File: config.mk
export PLATFORM = sky130hd
export DESIGN_NAME = newton_square_root_core
export DESIGN_NICKNAME = d
export VERILOG_FILES = /design/src/rtl/nsr_pkg.sv /design/src/rtl/newton_square_root_core.sv
export SDC_FILE = /design/constraint.sdc
export NUM_CORES = 1
export LEC_CHECK = 0
export BUFFER_PORTS_ARGS = -buffer_cell sky130_fd_sc_hd__buf_2
export CAP_MARGIN = 30
export CORE_ASPECT_RATIO = 0.9
export CORE_MARGIN = 10
export CORE_UTILIZATION = 34
export DETAILED_ROUTE_END_ITERATION = 10
export GPL_TIMING_DRIVEN = 1
export PLACE_DENSITY = 0.62
export SYNTH_ARGS = -nofsm -noshare
export SYNTH_HDL_FRONTEND = slang
export SYNTH_SLANG_ARGS = --single-unit
File: constraint.sdc
create_clock -name clock -period 13.51 [get_ports clock]
set_input_delay 0.6755 -clock clock [delete_from_list [all_inputs] [get_ports clock]]
set_output_delay 0.6755 -clock clock [all_outputs]
set_load 0.005 [all_outputs]
File: src/rtl/nsr_pkg.sv
// Shared constants for the Newton square root core.
package nsr_pkg;

   localparam int DATA_W    = 32;                // Q16.16 word
   localparam int FRAC_W    = 16;                // fraction bits
   localparam int QUOT_W    = DATA_W + FRAC_W;   // dividend / quotient width
   localparam int DIV_CNT_W = $clog2(QUOT_W);    // divide step counter
   localparam int MAX_ITER  = 32;                // Newton update cap
   localparam int ITER_W    = 7;                 // holds 0..127

   localparam logic [DATA_W-1:0] TOL_RESET = DATA_W'(1);

endpackage

File: src/rtl/newton_square_root_core.sv
// Newton-Raphson square root core, unsigned Q16.16, serial divider inside.
//
// Usage:
//   Request: drive req_radicand and raise start while busy is low; the
//   request is taken at that clock edge and busy rises on the next cycle.
//   Result: rsp_strobe is high for exactly one cycle with rsp_root,
//   rsp_iterations_used and rsp_converged. The receiver cannot stall; the
//   result is shown once and busy is already low in that cycle, so a new
//   request may be issued right then.
//   Config: csr_write_data is taken into the tolerance register at any edge
//   with csr_write_enable high. Write it only while busy is low.
// Operation:
//   Every Newton update runs one restoring divide of a 48-bit dividend by
//   the 32-bit guess, one quotient bit per cycle; an update is a check,
//   the divide and an average. At most MAX_ITER updates run per request.
//   Zero radicand returns with zero updates.
// Reset: synchronous, active high; the core goes idle, no result is
//   pending and the tolerance returns to 1 (one Q16.16 LSB).
module newton_square_root_core
   import nsr_pkg::*;
(
   input  logic              clock,
   input  logic              reset,
   input  logic              start,
   output logic              busy,
   input  logic [DATA_W-1:0] req_radicand,
   input  logic              csr_write_enable,
   input  logic [DATA_W-1:0] csr_write_data,
   output logic              rsp_strobe,
   output logic [DATA_W-1:0] rsp_root,
   output logic [ITER_W-1:0] rsp_iterations_used,
   output logic              rsp_converged
);

   typedef enum logic [3:0] {
      ST_IDLE   = 4'b0001,
      ST_CHECK  = 4'b0010,
      ST_DIVIDE = 4'b0100,
      ST_UPDATE = 4'b1000
   } state_type;

   state_type state_ff, state_in;

   logic [DATA_W-1:0]    tol_ff, tol_in;
   logic [DATA_W-1:0]    radicand_ff, radicand_in;
   logic [DATA_W-1:0]    guess_ff, guess_in;
   logic [DATA_W-1:0]    prev_ff, prev_in;
   logic [ITER_W-1:0]    iter_ff, iter_in;
   logic [QUOT_W-1:0]    quot_ff, quot_in;
   logic [DATA_W-1:0]    rem_ff, rem_in;
   logic [DIV_CNT_W-1:0] cnt_ff, cnt_in;
   logic                 strobe_ff, strobe_in;
   logic                 conv_ff, conv_in;

   // change between guesses
   logic [DATA_W-1:0] diff;
   logic              within_tol;
   logic              at_cap;

   // divider step
   logic [DATA_W:0]   rem_shift;
   logic [DATA_W:0]   trial;
   logic              fits;

   // averaging
   logic [QUOT_W:0]   sum;
   logic [QUOT_W-1:0] half;
   logic [DATA_W-1:0] next_guess;

   assign diff       = (guess_ff >= prev_ff) ? (guess_ff - prev_ff) : (prev_ff - guess_ff);
   assign within_tol = (diff <= tol_ff);
   assign at_cap     = (iter_ff == ITER_W'(MAX_ITER));

   // restoring division: shift in next dividend bit, subtract guess if it fits
   assign rem_shift = {rem_ff, quot_ff[QUOT_W-1]};
   assign fits      = (rem_shift >= {1'b0, guess_ff});
   assign trial     = rem_shift - {1'b0, guess_ff};

   // (g + q) / 2 at full width, saturate to 32 bits
   assign sum  = {{(QUOT_W-DATA_W+1){1'b0}}, guess_ff} + {1'b0, quot_ff};
   assign half = sum[QUOT_W:1];

   always_comb begin
      if (guess_ff == '0) begin
         next_guess = '1;                      // zero divisor guard
      end else if (|half[QUOT_W-1:DATA_W]) begin
         next_guess = '1;
      end else begin
         next_guess = half[DATA_W-1:0];
      end
   end

   always_comb begin
      state_in    = state_ff;
      tol_in      = csr_write_enable ? csr_write_data : tol_ff;
      radicand_in = radicand_ff;
      guess_in    = guess_ff;
      prev_in     = prev_ff;
      iter_in     = iter_ff;
      quot_in     = quot_ff;
      rem_in      = rem_ff;
      cnt_in      = cnt_ff;
      strobe_in   = 1'b0;
      conv_in     = conv_ff;

      unique case (state_ff)
         ST_IDLE: begin
            if (start) begin
               radicand_in = req_radicand;
               guess_in    = req_radicand;
               prev_in     = '0;
               iter_in     = '0;
               state_in    = ST_CHECK;
            end
         end
         ST_CHECK: begin
            if (within_tol || at_cap) begin
               conv_in   = within_tol;
               strobe_in = 1'b1;
               state_in  = ST_IDLE;
            end else begin
               prev_in  = guess_ff;
               quot_in  = {radicand_ff, FRAC_W'(0)};
               rem_in   = '0;
               cnt_in   = DIV_CNT_W'(QUOT_W - 1);
               state_in = ST_DIVIDE;
            end
         end
         ST_DIVIDE: begin
            quot_in = {quot_ff[QUOT_W-2:0], fits};
            rem_in  = fits ? trial[DATA_W-1:0] : rem_shift[DATA_W-1:0];
            cnt_in  = cnt_ff - DIV_CNT_W'(1);
            if (cnt_ff == '0) begin
               state_in = ST_UPDATE;
            end
         end
         ST_UPDATE: begin
            guess_in = next_guess;
            iter_in  = iter_ff + ITER_W'(1);
            state_in = ST_CHECK;
         end
         default: begin
            state_in = ST_IDLE;
         end
      endcase
   end

   always_ff @(posedge clock) begin
      if (reset) begin
         state_ff  <= ST_IDLE;
         tol_ff    <= TOL_RESET;
         strobe_ff <= 1'b0;
      end else begin
         state_ff  <= state_in;
         tol_ff    <= tol_in;
         strobe_ff <= strobe_in;
      end
   end

   always_ff @(posedge clock) begin
      radicand_ff <= radicand_in;
      guess_ff    <= guess_in;
      prev_ff     <= prev_in;
      iter_ff     <= iter_in;
      quot_ff     <= quot_in;
      rem_ff      <= rem_in;
      cnt_ff      <= cnt_in;
      conv_ff     <= conv_in;
   end

   assign busy                = (state_ff != ST_IDLE);
   assign rsp_strobe          = strobe_ff;
   assign rsp_root            = guess_ff;
   assign rsp_iterations_used = iter_ff;
   assign rsp_converged       = conv_ff;

endmodule

==> summary.txt <==
Status
  • Status: complete, no violations

Synthesis
  • Mean area per synthesized cell: 9.125 µm²
  • Number of synthesized flops with an enable pin: 190
  • Cell area after synthesis: around 0.017 mm²
  • Most used DFF post-synth: edfxtp_1
  • Xor/xnor share of the synthesized area: 4.961%
  • Warnings from Yosys: 0
  • Yosys top cell by area: edfxtp_1
  • Seq cells post-synth: 227
  • Post-synth top area share: between 30% and 40%
  • Sequential share of the synthesized area: a little under two fifths
  • Post-synthesis net count: 2130
  • Area contributors post-synth: edfxtp_1 33%, ha_1 12%, a21oi_1 4.5%
  • Largest family of logic cells by synthesized area: simple AND/OR/NAND/NOR gates
  • Fraction of synthesized area in multiplexers: ~4.6%
  • Yosys cell types: 81
  • Compound-Gate Fraction of Synth Area: 17.60%
  • Post-synthesis simple-gate area fraction: 18.36%
  • Post-synthesis async set-or-reset flop share: 0%
  • Instance count of the mapped netlist: 1896
  • Synth Area in Adders: 12.18%

Power
  • Clock network fraction of total power: about a third
  • Net Sw Frac: 32.74%
  • Cell area power density: ~110 mW/mm²
  • Internal cell power: approximately 1.5 mW
  • IR drop worst, VDD: 94.48 µV
  • PnR Total Power: 2.205 mW
  • Logic gate share of total power: 29.2%
  • Sequential fraction of design power: between 30% and 40%
  • Psw: 0.7220 mW
  • P_leak: around 8.1 nW

Drt
  • Via count: 14460
  • Initial DRC Count: 1109
  • Total wire length: 52170 µm
  • Post-DRT Antenna Nets: 0
  • Routed len/inst: 19.48 µm
  • Routed length on met1: between 20000 and 25000 µm
  • Vias per Instance: 5.398
  • DRT Pass-1 Iters: 5
  • Routed wl met3: 2978 µm
  • DR DRC count: 0
  • WL met2: 23800 µm
  • Top Metal Used: met4

Clock network
  • Cts hold-fix bufs: 0
  • Worst skew pair latency: 600 ps
  • Root buffer cell: clkbuf_16
  • Clock sink total: 227
  • Max Buffers Root-to-Sink: 3
  • Post-cts resize count: 0
  • Post-CTS Setup Inserts: 0
  • H-tree depth: 1
  • TritonCTS buffer count: 28
  • CTS tree: built
  • Worst-path clk slew: 60 ps

STA
  • Slew @ Worst Pin: 930.0 ps
  • F_max: 129.1 MHz
  • Hold WS: 266.0 ps
  • Fin crit share: 57.34%
  • Minimum clock period: 7747 ps
  • RSZ-0062 raised after global routing: no
  • Final hold violation count: 0
  • Max-slew violations: 0
  • Post-route setup TNS: 0 ps
  • Slew HR: between 30% and 40%
  • # setup viols final: 0
  • Final Skew: 45.02 ps

Global route
  • GR Util All Layers: between 10% and 20%
  • Pin count of the biggest net entering global routing: 70
  • Grt ovf: 0
  • Number of global-route vias before repair: approximately 14000
  • Antenna violations before repair: 2
  • First-pass GRT wire length: 80430 µm

Placed design
  • Placer Congestion: 0.9222
  • DP Cell Count: 2625
  • Post-DP HPWL: between 40000 and 50000 µm
  • Port Buf Inserts: 109

Floorplanning
  • Core box area: 0.05036 mm²
  • Num rows: 78
  • Initial cell density of the core: around 34%
  • Ports: 110
  • Die span in y: 234.0 µm
  • Die X: about 260 µm
  • Total die area: 0.06032 mm²

Setup path
  • CP required: 13690 ps
  • Max incr delay on CP: 750 ps
  • CP Capture Type: flip-flop
  • Critical-path cell list: inv_1 > ha_1 > inv_1 > fa_1 > a21o_1 > a2111oi_4 > nor3_1 > or4_4 > o211a_1 > and2b_1 > nand2_1 > a22oi_1 > o21ai_2 > xor2_1 > ha_1 > nand4_1 > nor4_1 > o2111ai_1 > nand4_1 > nand4_1 > nand2_4 > buf_4
  • Startpoint Class: flip-flop
  • Setup CP Type: flip-flop to flip-flop
  • Crit path max-delay cell type: and2b_1
  • Critical path fanouts, max: 65
  • CP most frequent cell: nand4_1
  • Critical Path AT: slightly below 8000 ps

Final layout
  • Layout cells sized above 1: between 10 and 15%
  • Area grow syn2layout: 12.07%
  • Post-route insts no fill: 2678
  • Final core occ: around two fifths
  • Nets@finish: about 2200
  • Most common cell after layout, fill and taps aside: nand2_1
  • Highest-count cells in the layout ignoring fill and taps: 199 x nand2_1, 190 x edfxtp_1, 174 x nor2_1

Flow run
  • Max_cap viols: 0

Hold path
  • Tightest Hold Check Type: input port to flip-flop
[metal layers]
| layer | track usage [%] | up-vias |
|---|---|---|
| met1 | 22.46 | 6957 |
| met3 | 2.977 | 68 |
| met4 | 3.636 | 0 |
| met2 | 27.55 | 415 |
| li1 | - | 7015 |
| met5 | 0 | - |
[metrics by stage]
stage / cell area (µm²) / setup WS (ps)
after CTS: 19370 / 5800
final: 19390 / 5763
after detailed placement: 18490 / 5877
after global routing: 19390 / 5173
after floorplan: 17300 / 6208
after global placement: 18490 / 6090
[power groups by stage]
| stage | combinational, mW | sequential [mW] | clock (mW) |
|---|---|---|---|
| after floorplan | 0.472 | 0.836 | 0 |
| after global placement | 0.628 | 0.845 | 0 |
| after detailed placement | 0.635 | 0.846 | 0 |
| after CTS | 0.641 | 0.832 | 0.744 |
| after global routing | 0.715 | 0.836 | 0.770 |
| final | 0.644 | 0.832 | 0.729 |
[sequential cells by signal, summed over array words and instances, names as in the netlist]
register             flops
rsp_converged            1
rsp_iterations_used      7
quot_ff                 48
tol_ff                  32
rsp_strobe               1
state_ff                 4
rem_ff                  32
prev_ff                 32
radicand_ff             32
rsp_root                32
cnt_ff                   6
[cells by family (layout without fill, tap and decap cells)]
kind of cell,after synthesis,count (layout)
and+or+nand+nor,657,657
other,0,1
muxes,78,78
adders and majority gates,166,166
buffers and inverters,207,308
DFF,227,227
AOI/OAI and AO/OA,463,463
xor gates and xnor gates,98,98
[final cells by class]
type | count | area (µm²)
Fill cell | 5172 | 30970
Multi-Input combinational cell | 1462 | 10020
Sequential cell | 227 | 6446
Tap cell | 680 | 850.8
Clock buffer | 37 | 765.7
Timing Repair Buffer | 129 | 700.7
Inverter | 128 | 480.5
Clock inverter | 14 | 120.1
Antenna cell | 1 | 2.502
[worst paths after layout]
check                     startpoint                         to  slack, ps  depth (start not counted)
min                 req_radicand[14]  radicand_ff[14]$_DFFE_PP_        270                          1
max reg2reg    rsp_root[0]$_DFFE_PP_   rem_ff[22]$_SDFFCE_PN0P_       5760                         22
min reg2reg  tol_ff[12]$_SDFFE_PP0P_    tol_ff[12]$_SDFFE_PP0P_        490                          2
max            rsp_root[0]$_DFFE_PP_   rem_ff[22]$_SDFFCE_PN0P_       5760                         22
[synthesized netlist by cell type, drive strengths merged, types with 27 or more instances]
library cell	number
nor3	27
and2	57
inv	128
nand4	37
dfxtp	37
nand3	38
nand2	201
clkbuf	55
xnor2	50
xor2	48
mux2i	75
nor2	174
o21ai	63
a21oi	158
ha	162
a21o	87
edfxtp	190
[worst max-delay path, delay by kind of cell (launching register included)]
family,cells,cell delay [ps]
compound gates,6,1520
flops,1,520
simple gates,9,3250
fa+ha+maj,3,860
xor+xnor,1,160
buf+inv,3,920
Note: power is estimated with default switching activity, not from simulation.
